==> src/hw/rtl/mdfs_pkg.sv <==
// Shared types and constants for the maze depth-first walker.
`default_nettype none

package mdfs_pkg;

   // Position fields are fixed at 5 bits; the grid store follows from them.
   localparam int POS_W    = 5;
   localparam int SIDE_W   = POS_W + 1;
   localparam int MAX_SIDE = 1 << POS_W;
   localparam int CELLS    = MAX_SIDE * MAX_SIDE;
   localparam int STK_AW   = $clog2(CELLS);
   localparam int CNT_W    = STK_AW + 1;

   // Front-to-back queue.
   localparam int QDEPTH = 2;
   localparam int QPTR_W = $clog2(QDEPTH);
   localparam int QCNT_W = QPTR_W + 1;

   // Register reset values.
   localparam logic [SIDE_W-1:0] SIDE_RST      = SIDE_W'(20);
   localparam logic [POS_W-1:0]  START_ROW_RST = POS_W'(1);
   localparam logic [POS_W-1:0]  START_COL_RST = POS_W'(1);
   localparam logic [POS_W-1:0]  GOAL_ROW_RST  = POS_W'(18);
   localparam logic [POS_W-1:0]  GOAL_COL_RST  = POS_W'(18);

   typedef enum logic [1:0] {
      DIR_UP    = 2'd0,
      DIR_LEFT  = 2'd1,
      DIR_DOWN  = 2'd2,
      DIR_RIGHT = 2'd3
   } dir_type;

   typedef enum logic [2:0] {
      REG_MAZE_SIDE = 3'd0,
      REG_START_ROW = 3'd1,
      REG_START_COL = 3'd2,
      REG_GOAL_ROW  = 3'd3,
      REG_GOAL_COL  = 3'd4
   } reg_idx_type;

   // One classified word: free bits indexed by direction, plus the random
   // value already reduced for candidate counts of 2/4 and 3.
   typedef struct packed {
      logic [3:0] free;
      logic [1:0] rnd_lo;
      logic [1:0] rnd_mod3;
   } work_type;

   typedef struct packed {
      logic [SIDE_W-1:0] side;
      logic [POS_W-1:0]  start_row;
      logic [POS_W-1:0]  start_col;
      logic [POS_W-1:0]  goal_row;
      logic [POS_W-1:0]  goal_col;
      logic              load_row;
      logic              load_col;
   } cfg_type;

endpackage

`default_nettype wire

==> src/hw/rtl/mdfs_fifo.sv <==
// Short queue of classified words between the front and the back.
`default_nettype none

module mdfs_fifo
   import mdfs_pkg::*;
(
   input  wire logic     clock,
   input  wire logic     reset,
   input  wire logic     push,
   input  wire work_type push_word,
   input  wire logic     pop,
   output work_type      head_word,
   output logic          full,
   output logic          empty
);

   work_type            q_mem [QDEPTH];
   logic [QPTR_W-1:0]   wr_ptr_ff, wr_ptr_in;
   logic [QPTR_W-1:0]   rd_ptr_ff, rd_ptr_in;
   logic [QCNT_W-1:0]   count_ff, count_in;
   logic                do_push, do_pop;

   assign full      = (count_ff == QCNT_W'(QDEPTH));
   assign empty     = (count_ff == '0);
   assign do_push   = push && !full;
   assign do_pop    = pop && !empty;
   assign head_word = q_mem[rd_ptr_ff];

   always_comb begin
      wr_ptr_in = do_push ? wr_ptr_ff + QPTR_W'(1) : wr_ptr_ff;
      rd_ptr_in = do_pop ? rd_ptr_ff + QPTR_W'(1) : rd_ptr_ff;
      count_in  = count_ff;
      if (do_push && !do_pop) begin
         count_in = count_ff + QCNT_W'(1);
      end else if (do_pop && !do_push) begin
         count_in = count_ff - QCNT_W'(1);
      end
   end

   always_ff @(posedge clock) begin
      if (do_push) begin
         q_mem[wr_ptr_ff] <= push_word;
      end
   end

   always_ff @(posedge clock) begin
      if (reset) begin
         wr_ptr_ff <= '0;
         rd_ptr_ff <= '0;
         count_ff  <= '0;
      end else begin
         wr_ptr_ff <= wr_ptr_in;
         rd_ptr_ff <= rd_ptr_in;
         count_ff  <= count_in;
      end
   end

endmodule

`default_nettype wire

==> src/hw/rtl/mdfs_front.sv <==
// Front end: takes request words and reduces them for the walker.
`default_nettype none

module mdfs_front
   import mdfs_pkg::*;
(
   input  wire logic       req_valid,
   output logic            req_stall,
   input  wire logic       req_free_up,
   input  wire logic       req_free_left,
   input  wire logic       req_free_down,
   input  wire logic       req_free_right,
   input  wire logic [7:0] req_random_value,
   input  wire logic       q_full,
   output logic            q_push,
   output work_type        q_word
);

   // 2-bit digits have weight 4^k, which is 1 mod 3, so sum them first.
   function automatic logic [1:0] mod3_byte(input logic [7:0] v);
      logic [3:0] s;
      logic [3:0] r;
      s = {2'b00, v[1:0]} + {2'b00, v[3:2]} + {2'b00, v[5:4]} + {2'b00, v[7:6]};
      priority if (s >= 4'd12) r = s - 4'd12;
      else if (s >= 4'd9)      r = s - 4'd9;
      else if (s >= 4'd6)      r = s - 4'd6;
      else if (s >= 4'd3)      r = s - 4'd3;
      else                     r = s;
      return r[1:0];
   endfunction

   assign req_stall = q_full;
   assign q_push    = req_valid && !q_full;

   always_comb begin
      q_word.free     = {req_free_right, req_free_down, req_free_left, req_free_up};
      q_word.rnd_lo   = req_random_value[1:0];
      q_word.rnd_mod3 = mod3_byte(req_random_value);
   end

endmodule

`default_nettype wire

==> src/hw/rtl/mdfs_back.sv <==
// Back end: visited map, move stack, position and the result register.
`default_nettype none

module mdfs_back
   import mdfs_pkg::*;
(
   input  wire logic       clock,
   input  wire logic       reset,
   input  wire cfg_type    cfg,
   input  wire work_type   q_word,
   input  wire logic       q_empty,
   output logic            q_pop,
   output logic            rsp_valid,
   input  wire logic       rsp_stall,
   output logic [1:0]      rsp_move_dir,
   output logic            rsp_moved,
   output logic            rsp_backtracked,
   output logic [POS_W-1:0] rsp_new_row,
   output logic [POS_W-1:0] rsp_new_col,
   output logic            rsp_at_goal,
   output logic            rsp_stuck
);

   typedef enum logic [1:0] {
      ST_IDLE,
      ST_FETCH,
      ST_DECIDE
   } state_type;

   state_type            state_ff, state_in;
   work_type             item_ff, item_in;
   logic [POS_W-1:0]     row_ff, row_in;
   logic [POS_W-1:0]     col_ff, col_in;
   logic [CNT_W-1:0]     cnt_ff, cnt_in;
   logic [MAX_SIDE-1:0]  up_word_ff, up_word_in;
   logic [MAX_SIDE-1:0]  down_word_ff, down_word_in;

   logic                 rsp_valid_ff, rsp_valid_in;
   logic [1:0]           rsp_dir_ff, rsp_dir_in;
   logic                 rsp_moved_ff, rsp_moved_in;
   logic                 rsp_bt_ff, rsp_bt_in;
   logic [POS_W-1:0]     rsp_row_ff, rsp_row_in;
   logic [POS_W-1:0]     rsp_col_ff, rsp_col_in;
   logic                 rsp_goal_ff, rsp_goal_in;
   logic                 rsp_stuck_ff, rsp_stuck_in;

   // Visited map: one word per row; a row never written reads as zero.
   logic [MAX_SIDE-1:0]  vis_mem [MAX_SIDE];
   logic [MAX_SIDE-1:0]  vis_valid_ff;
   logic [MAX_SIDE-1:0]  rdata_a_ff, rdata_b_ff;
   logic                 rd_en;
   logic [POS_W-1:0]     addr_a, addr_b;
   logic                 vis_we;
   logic [MAX_SIDE-1:0]  new_word;

   logic [1:0]           stk_mem [CELLS];
   logic [1:0]           stk_rdata_ff;
   logic [CNT_W-1:0]     cnt_dec;
   logic                 stk_re, stk_we;

   // Decide-cycle terms
   logic                 fire;
   logic [SIDE_W-1:0]    side;
   logic [SIDE_W-1:0]    r6, c6;
   logic                 row_ok, col_ok;
   logic [3:0]           in_grid, seen, avail;
   logic [2:0]           n_avail;
   logic [1:0]           pick_idx;
   logic [2:0]           k;
   dir_type              pick;
   logic                 start_at_goal;
   logic                 go_fwd, go_back, is_stuck, moved;
   dir_type              dir;
   logic [POS_W-1:0]     nrow, ncol;
   logic [MAX_SIDE-1:0]  base_word;

   assign cnt_dec = cnt_ff - CNT_W'(1);
   assign fire    = (state_ff == ST_DECIDE) && (!rsp_valid_ff || !rsp_stall);
   assign q_pop   = (state_ff == ST_IDLE) && !q_empty;
   assign rd_en   = q_pop || (state_ff == ST_FETCH);
   assign stk_re  = q_pop;

   always_comb begin
      if (state_ff == ST_IDLE) begin
         addr_a = row_ff - POS_W'(1);
         addr_b = row_ff + POS_W'(1);
      end else begin
         addr_a = row_ff;
         addr_b = row_ff;
      end
   end

   // Candidate classification, valid in ST_DECIDE (rdata_a_ff holds the current row).
   always_comb begin
      side   = (cfg.side > SIDE_W'(MAX_SIDE)) ? SIDE_W'(MAX_SIDE) : cfg.side;
      r6     = {1'b0, row_ff};
      c6     = {1'b0, col_ff};
      row_ok = r6 < side;
      col_ok = c6 < side;

      in_grid[DIR_UP]    = (row_ff != '0) && ((r6 - SIDE_W'(1)) < side) && col_ok;
      in_grid[DIR_DOWN]  = ((r6 + SIDE_W'(1)) < side) && col_ok;
      in_grid[DIR_LEFT]  = (col_ff != '0) && ((c6 - SIDE_W'(1)) < side) && row_ok;
      in_grid[DIR_RIGHT] = ((c6 + SIDE_W'(1)) < side) && row_ok;

      seen[DIR_UP]    = up_word_ff[col_ff];
      seen[DIR_DOWN]  = down_word_ff[col_ff];
      seen[DIR_LEFT]  = rdata_a_ff[col_ff - POS_W'(1)];
      seen[DIR_RIGHT] = rdata_a_ff[col_ff + POS_W'(1)];

      avail   = item_ff.free & in_grid & ~seen;
      n_avail = {2'b00, avail[0]} + {2'b00, avail[1]} + {2'b00, avail[2]}
              + {2'b00, avail[3]};

      unique case (n_avail)
         3'd2:    pick_idx = {1'b0, item_ff.rnd_lo[0]};
         3'd3:    pick_idx = item_ff.rnd_mod3;
         3'd4:    pick_idx = item_ff.rnd_lo;
         default: pick_idx = 2'd0;
      endcase

      pick = DIR_UP;
      k    = '0;
      for (int d = 0; d < 4; d++) begin
         if (avail[d]) begin
            if (k == {1'b0, pick_idx}) begin
               pick = dir_type'(2'(d));
            end
            k = k + 3'd1;
         end
      end

      start_at_goal = (row_ff == cfg.goal_row) && (col_ff == cfg.goal_col);
      go_fwd   = !start_at_goal && (n_avail != '0);
      go_back  = !start_at_goal && (n_avail == '0) && (cnt_ff != '0);
      is_stuck = !start_at_goal && (n_avail == '0) && (cnt_ff == '0);
      moved    = go_fwd || go_back;

      // backtrack steps opposite to the popped forward move
      dir = go_fwd ? pick : dir_type'(stk_rdata_ff + 2'd2);

      nrow = row_ff;
      ncol = col_ff;
      unique case (dir)
         DIR_UP:    nrow = row_ff - POS_W'(1);
         DIR_DOWN:  nrow = row_ff + POS_W'(1);
         DIR_LEFT:  ncol = col_ff - POS_W'(1);
         DIR_RIGHT: ncol = col_ff + POS_W'(1);
      endcase

      unique case (dir)
         DIR_UP:    base_word = up_word_ff;
         DIR_DOWN:  base_word = down_word_ff;
         default:   base_word = rdata_a_ff;
      endcase
      new_word = base_word | (MAX_SIDE'(1) << ncol);

      vis_we = fire && moved;
      stk_we = fire && go_fwd && (cnt_ff < CNT_W'(CELLS));
   end

   always_comb begin
      state_in     = state_ff;
      item_in      = item_ff;
      row_in       = row_ff;
      col_in       = col_ff;
      cnt_in       = cnt_ff;
      up_word_in   = up_word_ff;
      down_word_in = down_word_ff;
      rsp_valid_in = rsp_valid_ff && rsp_stall;
      rsp_dir_in   = rsp_dir_ff;
      rsp_moved_in = rsp_moved_ff;
      rsp_bt_in    = rsp_bt_ff;
      rsp_row_in   = rsp_row_ff;
      rsp_col_in   = rsp_col_ff;
      rsp_goal_in  = rsp_goal_ff;
      rsp_stuck_in = rsp_stuck_ff;

      unique case (state_ff)
         ST_IDLE: begin
            if (q_pop) begin
               item_in  = q_word;
               state_in = ST_FETCH;
            end
         end
         ST_FETCH: begin
            up_word_in   = rdata_a_ff;
            down_word_in = rdata_b_ff;
            state_in     = ST_DECIDE;
         end
         ST_DECIDE: begin
            if (fire) begin
               state_in     = ST_IDLE;
               rsp_valid_in = 1'b1;
               rsp_dir_in   = moved ? dir : DIR_UP;
               rsp_moved_in = moved;
               rsp_bt_in    = go_back;
               rsp_stuck_in = is_stuck;
               if (moved) begin
                  row_in = nrow;
                  col_in = ncol;
               end
               if (stk_we) begin
                  cnt_in = cnt_ff + CNT_W'(1);
               end else if (go_back) begin
                  cnt_in = cnt_dec;
               end
               rsp_row_in  = moved ? nrow : row_ff;
               rsp_col_in  = moved ? ncol : col_ff;
               rsp_goal_in = moved ? ((nrow == cfg.goal_row) && (ncol == cfg.goal_col))
                                   : start_at_goal;
            end
         end
         default: state_in = ST_IDLE;
      endcase

      // the user must make start writes arrive only while idle; the block does not enforce it
      if (cfg.load_row) begin
         row_in = cfg.start_row;
      end
      if (cfg.load_col) begin
         col_in = cfg.start_col;
      end
   end

   always_ff @(posedge clock) begin
      if (reset) begin
         state_ff     <= ST_IDLE;
         row_ff       <= START_ROW_RST;
         col_ff       <= START_COL_RST;
         cnt_ff       <= '0;
         rsp_valid_ff <= 1'b0;
      end else begin
         state_ff     <= state_in;
         row_ff       <= row_in;
         col_ff       <= col_in;
         cnt_ff       <= cnt_in;
         rsp_valid_ff <= rsp_valid_in;
      end
      item_ff      <= item_in;
      up_word_ff   <= up_word_in;
      down_word_ff <= down_word_in;
      rsp_dir_ff   <= rsp_dir_in;
      rsp_moved_ff <= rsp_moved_in;
      rsp_bt_ff    <= rsp_bt_in;
      rsp_row_ff   <= rsp_row_in;
      rsp_col_ff   <= rsp_col_in;
      rsp_goal_ff  <= rsp_goal_in;
      rsp_stuck_ff <= rsp_stuck_in;
   end

   // Visited rows
   always_ff @(posedge clock) begin
      if (vis_we) begin
         vis_mem[nrow] <= new_word;
      end
      if (rd_en) begin
         rdata_a_ff <= vis_valid_ff[addr_a] ? vis_mem[addr_a] : '0;
         rdata_b_ff <= vis_valid_ff[addr_b] ? vis_mem[addr_b] : '0;
      end
   end

   always_ff @(posedge clock) begin
      if (reset) begin
         vis_valid_ff <= '0;
      end else if (vis_we) begin
         vis_valid_ff[nrow] <= 1'b1;
      end
   end

   // Move stack
   always_ff @(posedge clock) begin
      if (stk_we) begin
         stk_mem[cnt_ff[STK_AW-1:0]] <= pick;
      end
      if (stk_re) begin
         stk_rdata_ff <= stk_mem[cnt_dec[STK_AW-1:0]];
      end
   end

   assign rsp_valid       = rsp_valid_ff;
   assign rsp_move_dir    = rsp_dir_ff;
   assign rsp_moved       = rsp_moved_ff;
   assign rsp_backtracked = rsp_bt_ff;
   assign rsp_new_row     = rsp_row_ff;
   assign rsp_new_col     = rsp_col_ff;
   assign rsp_at_goal     = rsp_goal_ff;
   assign rsp_stuck       = rsp_stuck_ff;

   a_cnt_bound: assert property (@(posedge clock) disable iff (reset)
      cnt_ff <= CNT_W'(CELLS))
      else $error("move stack count beyond capacity");

   a_bt_moved: assert property (@(posedge clock) disable iff (reset)
      rsp_valid_ff && rsp_bt_ff |-> rsp_moved_ff && !rsp_stuck_ff)
      else $error("backtrack word without a move");

   a_stuck_hold: assert property (@(posedge clock) disable iff (reset)
      fire && is_stuck |=> row_ff == $past(row_ff) && col_ff == $past(col_ff)
                           && cnt_ff == $past(cnt_ff))
      else $error("stuck tick changed the walk state");

   a_fire_result: assert property (@(posedge clock) disable iff (reset)
      fire |=> rsp_valid_ff && state_ff == ST_IDLE)
      else $error("decided word did not reach the result register");

endmodule

`default_nettype wire

==> src/hw/rtl/maze_dfs_solver_step.sv <==
// Top level: register port, front end, queue and walker.
// Randomized depth-first maze walker. Each request word carries the four
// wall-free bits of the current cell and a random byte; each yields exactly
// one response word with the move taken and the new position. In the
// walker, the rows above and below the current cell are read from the
// visited map on its two read ports, then the current row, then the move
// is decided and the visited row and the move stack are written. A two-word
// queue in front lets requests be taken while the walker is busy.
// While a response waits in the response register, the walker can already
// take the next word from the queue and read its rows, but it decides the
// move only once the response register is free. The visited map is cleared
// at reset through one valid bit per row, so no clearing pass is needed.
// When no neighbor is free and the stack is empty the word reports stuck and
// the position stays.
// Registers: 0 maze_side, 1 start_row, 2 start_col, 3 goal_row, 4 goal_col at
// byte addresses 4*i; writing a start register also moves the position there.
`default_nettype none

module maze_dfs_solver_step
   import mdfs_pkg::*;
(
   input  wire logic        clock,
   input  wire logic        reset,

   input  wire logic        psel,
   input  wire logic        penable,
   input  wire logic        pwrite,
   input  wire logic [4:0]  paddr,
   input  wire logic [31:0] pwdata,
   output logic [31:0]      prdata,
   output logic             pready,

   input  wire logic        req_valid,
   output logic             req_stall,
   input  wire logic        req_free_up,
   input  wire logic        req_free_left,
   input  wire logic        req_free_down,
   input  wire logic        req_free_right,
   input  wire logic [7:0]  req_random_value,

   output logic             rsp_valid,
   input  wire logic        rsp_stall,
   output logic [1:0]       rsp_move_dir,
   output logic             rsp_moved,
   output logic             rsp_backtracked,
   output logic [4:0]       rsp_new_row,
   output logic [4:0]       rsp_new_col,
   output logic             rsp_at_goal,
   output logic             rsp_stuck
);

   logic [SIDE_W-1:0] side_ff;
   logic [POS_W-1:0]  start_row_ff, start_col_ff, goal_row_ff, goal_col_ff;
   logic              wr;
   logic [2:0]        reg_idx;
   cfg_type           cfg;

   logic              q_push, q_pop, q_full, q_empty;
   work_type          front_word, head_word;

   assign pready  = 1'b1;
   assign wr      = psel && penable && pwrite;
   assign reg_idx = paddr[4:2];

   always_ff @(posedge clock) begin
      if (reset) begin
         side_ff      <= SIDE_RST;
         start_row_ff <= START_ROW_RST;
         start_col_ff <= START_COL_RST;
         goal_row_ff  <= GOAL_ROW_RST;
         goal_col_ff  <= GOAL_COL_RST;
      end else if (wr) begin
         unique case (reg_idx)
            REG_MAZE_SIDE: side_ff      <= pwdata[SIDE_W-1:0];
            REG_START_ROW: start_row_ff <= pwdata[POS_W-1:0];
            REG_START_COL: start_col_ff <= pwdata[POS_W-1:0];
            REG_GOAL_ROW:  goal_row_ff  <= pwdata[POS_W-1:0];
            REG_GOAL_COL:  goal_col_ff  <= pwdata[POS_W-1:0];
            default: ;
         endcase
      end
   end

   always_comb begin
      unique case (reg_idx)
         REG_MAZE_SIDE: prdata = {{(32-SIDE_W){1'b0}}, side_ff};
         REG_START_ROW: prdata = {{(32-POS_W){1'b0}}, start_row_ff};
         REG_START_COL: prdata = {{(32-POS_W){1'b0}}, start_col_ff};
         REG_GOAL_ROW:  prdata = {{(32-POS_W){1'b0}}, goal_row_ff};
         REG_GOAL_COL:  prdata = {{(32-POS_W){1'b0}}, goal_col_ff};
         default:       prdata = '0;
      endcase
   end

   always_comb begin
      cfg.side      = side_ff;
      cfg.start_row = pwdata[POS_W-1:0];
      cfg.start_col = pwdata[POS_W-1:0];
      cfg.goal_row  = goal_row_ff;
      cfg.goal_col  = goal_col_ff;
      cfg.load_row  = wr && (reg_idx == REG_START_ROW);
      cfg.load_col  = wr && (reg_idx == REG_START_COL);
   end

   mdfs_front u_front (
      .req_valid        (req_valid),
      .req_stall        (req_stall),
      .req_free_up      (req_free_up),
      .req_free_left    (req_free_left),
      .req_free_down    (req_free_down),
      .req_free_right   (req_free_right),
      .req_random_value (req_random_value),
      .q_full           (q_full),
      .q_push           (q_push),
      .q_word           (front_word)
   );

   mdfs_fifo u_fifo (
      .clock     (clock),
      .reset     (reset),
      .push      (q_push),
      .push_word (front_word),
      .pop       (q_pop),
      .head_word (head_word),
      .full      (q_full),
      .empty     (q_empty)
   );

   mdfs_back u_back (
      .clock           (clock),
      .reset           (reset),
      .cfg             (cfg),
      .q_word          (head_word),
      .q_empty         (q_empty),
      .q_pop           (q_pop),
      .rsp_valid       (rsp_valid),
      .rsp_stall       (rsp_stall),
      .rsp_move_dir    (rsp_move_dir),
      .rsp_moved       (rsp_moved),
      .rsp_backtracked (rsp_backtracked),
      .rsp_new_row     (rsp_new_row),
      .rsp_new_col     (rsp_new_col),
      .rsp_at_goal     (rsp_at_goal),
      .rsp_stuck       (rsp_stuck)
   );

endmodule

`default_nettype wire
==> config.mk <==
export PLATFORM = sky130hd
export DESIGN_NAME = maze_dfs_solver_step
export DESIGN_NICKNAME = d
export VERILOG_FILES = /design/src/hw/rtl/mdfs_pkg.sv /design/src/hw/rtl/mdfs_fifo.sv /design/src/hw/rtl/mdfs_front.sv /design/src/hw/rtl/mdfs_back.sv /design/src/hw/rtl/maze_dfs_solver_step.sv
export SDC_FILE = /design/constraint.sdc
export NUM_CORES = 2
export LEC_CHECK = 0
export ABC_AREA = 1
export BUFFER_PORTS_ARGS = -buffer_cell sky130_fd_sc_hd__buf_4
export CORE_ASPECT_RATIO = 1.5
export CORE_UTILIZATION = 48
export CTS_CLUSTER_DIAMETER = 100
export CTS_CLUSTER_SIZE = 25
export DETAILED_ROUTE_END_ITERATION = 8
export PLACE_DENSITY_LB_ADDON = 0.1
export REMOVE_ABC_BUFFERS = 1
export SLEW_MARGIN = 5
export SYNTH_ARGS = -nofsm -noshare
export SYNTH_HDL_FRONTEND = slang
export SYNTH_SLANG_ARGS = --single-unit
export TNS_END_PERCENT = 100
==> constraint.sdc <==
create_clock -name clock -period 29.9 [get_ports clock]
set_input_delay 5.98 -clock clock [delete_from_list [all_inputs] [get_ports clock]]
set_output_delay 5.98 -clock clock [all_outputs]
set_load 0.03 [all_outputs]
==> out/results.tsv <==
stage	metric	value	unit
status	status	complete, no violations	
critical_path	worstPathRequired	23.92	ns
synth	synthMuxAreaShare	0.0373	
global_route	antenna_found_initial	11	
die	core	299000	sq um
die	io_pins	107	
die	rows	246	
clock_tree	cts_resized	0	
timing	slew_violations	0	
timing	max_slew.worst_pin.slew	1.36	ns
timing	setup_viol	0	
worst_hold_path	hp-start	u_back.rdata_b_ff[17]	
placement	gp_routability_congestion	0.966	
clock_tree	htree_levels	4	
timing	tns	0	ns
synth	syn_avg_cell_area	11.7	sq um
synth	synth-simple-area-share	0.102	
timing	rsz0062_at_grt	false	
synth	synth_fa_ha_area_frac	0.00485	
routing	wl_per_cell	28.4	um
die	die_w	450	um
layout	layout_commonest_cell	edfxtp_1	
global_route	grt_overflow	0	
layout	fill_cells	26500	
die	start_util	0.483	
synth	synth_top_family_by_area	compound AO/OA/AOI/OAI gates	
timing	final_hold_viol_count	0	
critical_path	worst_ep_arrival_time	7.28	ns
synth	synth_flop_cell	edfxtp_1	
layout	nets	12000	
timing	clock.fmax	75.4	MHz
routing	drt-total-wl	452	mm
layout	area_growth	5.65	%
timing	finalCritPeriodShare	0.443	
clock_tree	clock-sinks	3328	
clock_tree	clkLatencyLatePin	0.93	ns
clock_tree	cts_setup_buffers	0	
worst_hold_path	hp-class	register to register	
layout	regArea	99100	sq um
critical_path	endpoint_kind	output port	
placement	io_buffers	51	
critical_path	worst-r2r-setup-slack	19.69	ns
routing	vias_per_cell	6.14	
placement	detailed_place_hpwl	261	mm
clock_tree	cts_buffer_depth	4	
clock_tree	cts_made_buffers	161	
synth	postSynthCellCount	12400	
synth	synthArstFlopShare	0	
global_route	grt_pass1_vias	96100	
critical_path	rr_startpoint	u_back.col_ff[0]	
timing	clock-skew-final	0.0559	ns
routing	drc	0	
global_route	grt_first_pass_wirelength	644	mm
routing	drtPass1Iterations	6	
critical_path	crit_path_max_fanout	4	
clock_tree	clk_pin_slew	0.10	ns
global_route	grt_max_degree	247	
flow_run	maxCapViolations	0	
routing	ant_nets	0	
clock_tree	ctsHoldBuffers	0	
clock_tree	ctsRootBufferMaster	clkbuf_16	
layout	drive_gt1_frac	0.0697	
synth	synth_warnings	0	
critical_path	start_kind	input port	
layout	multiInputGateArea	40200	sq um
critical_path	path_class	input port to output port	
synth	ys_seq_area_frac	0.686	
global_route	grt_usage	0.290	
synth	synth_xor_area_frac	0.00240	
routing	dr.first_iter.drc_count	9719	
synth	synth_edf_count	3242	
synth	synth-seq-cells	3328	
timing	fin_crit	13.26	ns
synth	synth_compound_area_frac	0.129	
synth	netlist_area	144000	sq um
clock_tree	cts_tree	done	
die	die-area	303000	sq um
timing	slew_headroom	0.0903	
critical_path	startpoint	paddr[3]	
die	die_height	674	um
routing	dr_total_vias	97500	
synth	synth.distinct_cells	59	
layout	layout_common_cells	edfxtp_1, nor2_1, o21ai_0	
## per-layer routing
layer / GRT usage / share of wire
met1: 0.343 / 0.37
met2: 0.510 / 0.50
met3: 0.0287 / 0.057
met4: 0.178 / 0.070
met5: 0 / 0.000024
## per-stage QoR
stage / worst slack [ns] / util / instances / hold slack [ns] / area, sq um
after floorplan: -32.91 / - / 11400 / 0.400 / 140000
after global placement: 16.64 / 0.495 / 15700 / 0.406 / 148000
after detailed placement: 16.69 / 0.495 / 15700 / 0.406 / 148000
after CTS: 16.69 / 0.510 / 15900 / 0.432 / 153000
after global routing: 16.53 / 0.510 / 15900 / 0.436 / 153000
final: 16.64 / 0.510 / 15900 / 0.431 / 153000
## critical path, stage by stage
cell and delay [ns]:
buf_4 0.10, inv_1 0.05, nor3_1 0.48, inv_1 0.16, o22ai_1 0.18, a221oi_1 0.07, nand2_1 0.11, buf_4 0.16
## synthesized netlist by cell type, drive strengths merged (5+ instances only)
cell type / instances / area [sq um]
o32ai: 75 / 657
buf: 248 / 1300
inv: 394 / 1480
o221ai: 5 / 43.8
mux2i: 337 / 3370
nand2: 898 / 3430
o311ai: 30 / 263
a221oi: 10 / 87.6
clkinv: 8 / 30.0
ha: 48 / 601
nand3: 234 / 1260
nor2: 2538 / 9630
o21a: 15 / 113
nand4: 17 / 106
xnor2: 5 / 43.8
dfxtp: 86 / 1720
a31oi: 9 / 56.3
a211oi: 10 / 75.1
o21ai: 1832 / 9170
mux2: 179 / 2020
xor2: 29 / 303
a21oi: 438 / 2190
edfxtp: 3242 / 97400
clkbuf: 749 / 2810
fa: 5 / 100
o211ai: 177 / 1330
o31ai: 9 / 72.6
nor3: 37 / 218
o22ai: 711 / 4450
## sequential cells by signal, summed over array words and instances, names as in the netlist, 5 cells and up
register,count
u_back.row_ff,5
goal_row_ff,5
u_back.cnt_ff,11
u_fifo.q_mem,16
start_row_ff,5
u_back.rdata_b_ff,32
u_back.vis_mem,1024
side_ff,6
u_back.down_word_ff,32
u_back.up_word_ff,32
goal_col_ff,5
u_back.stk_mem,2048
u_back.rsp_new_col,5
u_back.rdata_a_ff,32
u_back.col_ff,5
u_back.item_ff,8
u_back.vis_valid_ff,32
u_back.rsp_new_row,5
start_col_ff,5
## layout make-up
class,count,share of cell area
Sequential cell,3328,0.650
Multi-Input combinational cell,7688,0.263
Tap cell,3968,0.0325
Clock buffer,207,0.0282
Timing Repair Buffer,285,0.0152
Inverter,402,0.0102
Clock inverter,8,0.000730
Antenna cell,6,0.0000984
## logic make-up after synthesis
group                    Yosys count
flip-flops                      3328
adder cells (fa/ha/maj)           53
XOR/XNOR                          34
other                              2
AO/OA/AOI/OAI                   3329
multiplexers                     516
AND/OR/NAND/NOR                 3729
buffers and inverters           1399
## path summary, 6_finish.rpt
check | to | cells after the start
worst min register to register | u_back.down_word_ff[17] | 0
worst max register to register | u_back.vis_mem[23][9] | 34
worst min-delay path | u_back.down_word_ff[17] | 0
worst max-delay path | prdata[1] | 8
Power is not shown: default switching activity piles up to over one toggle a cycle in this logic, so the estimate is an artifact.
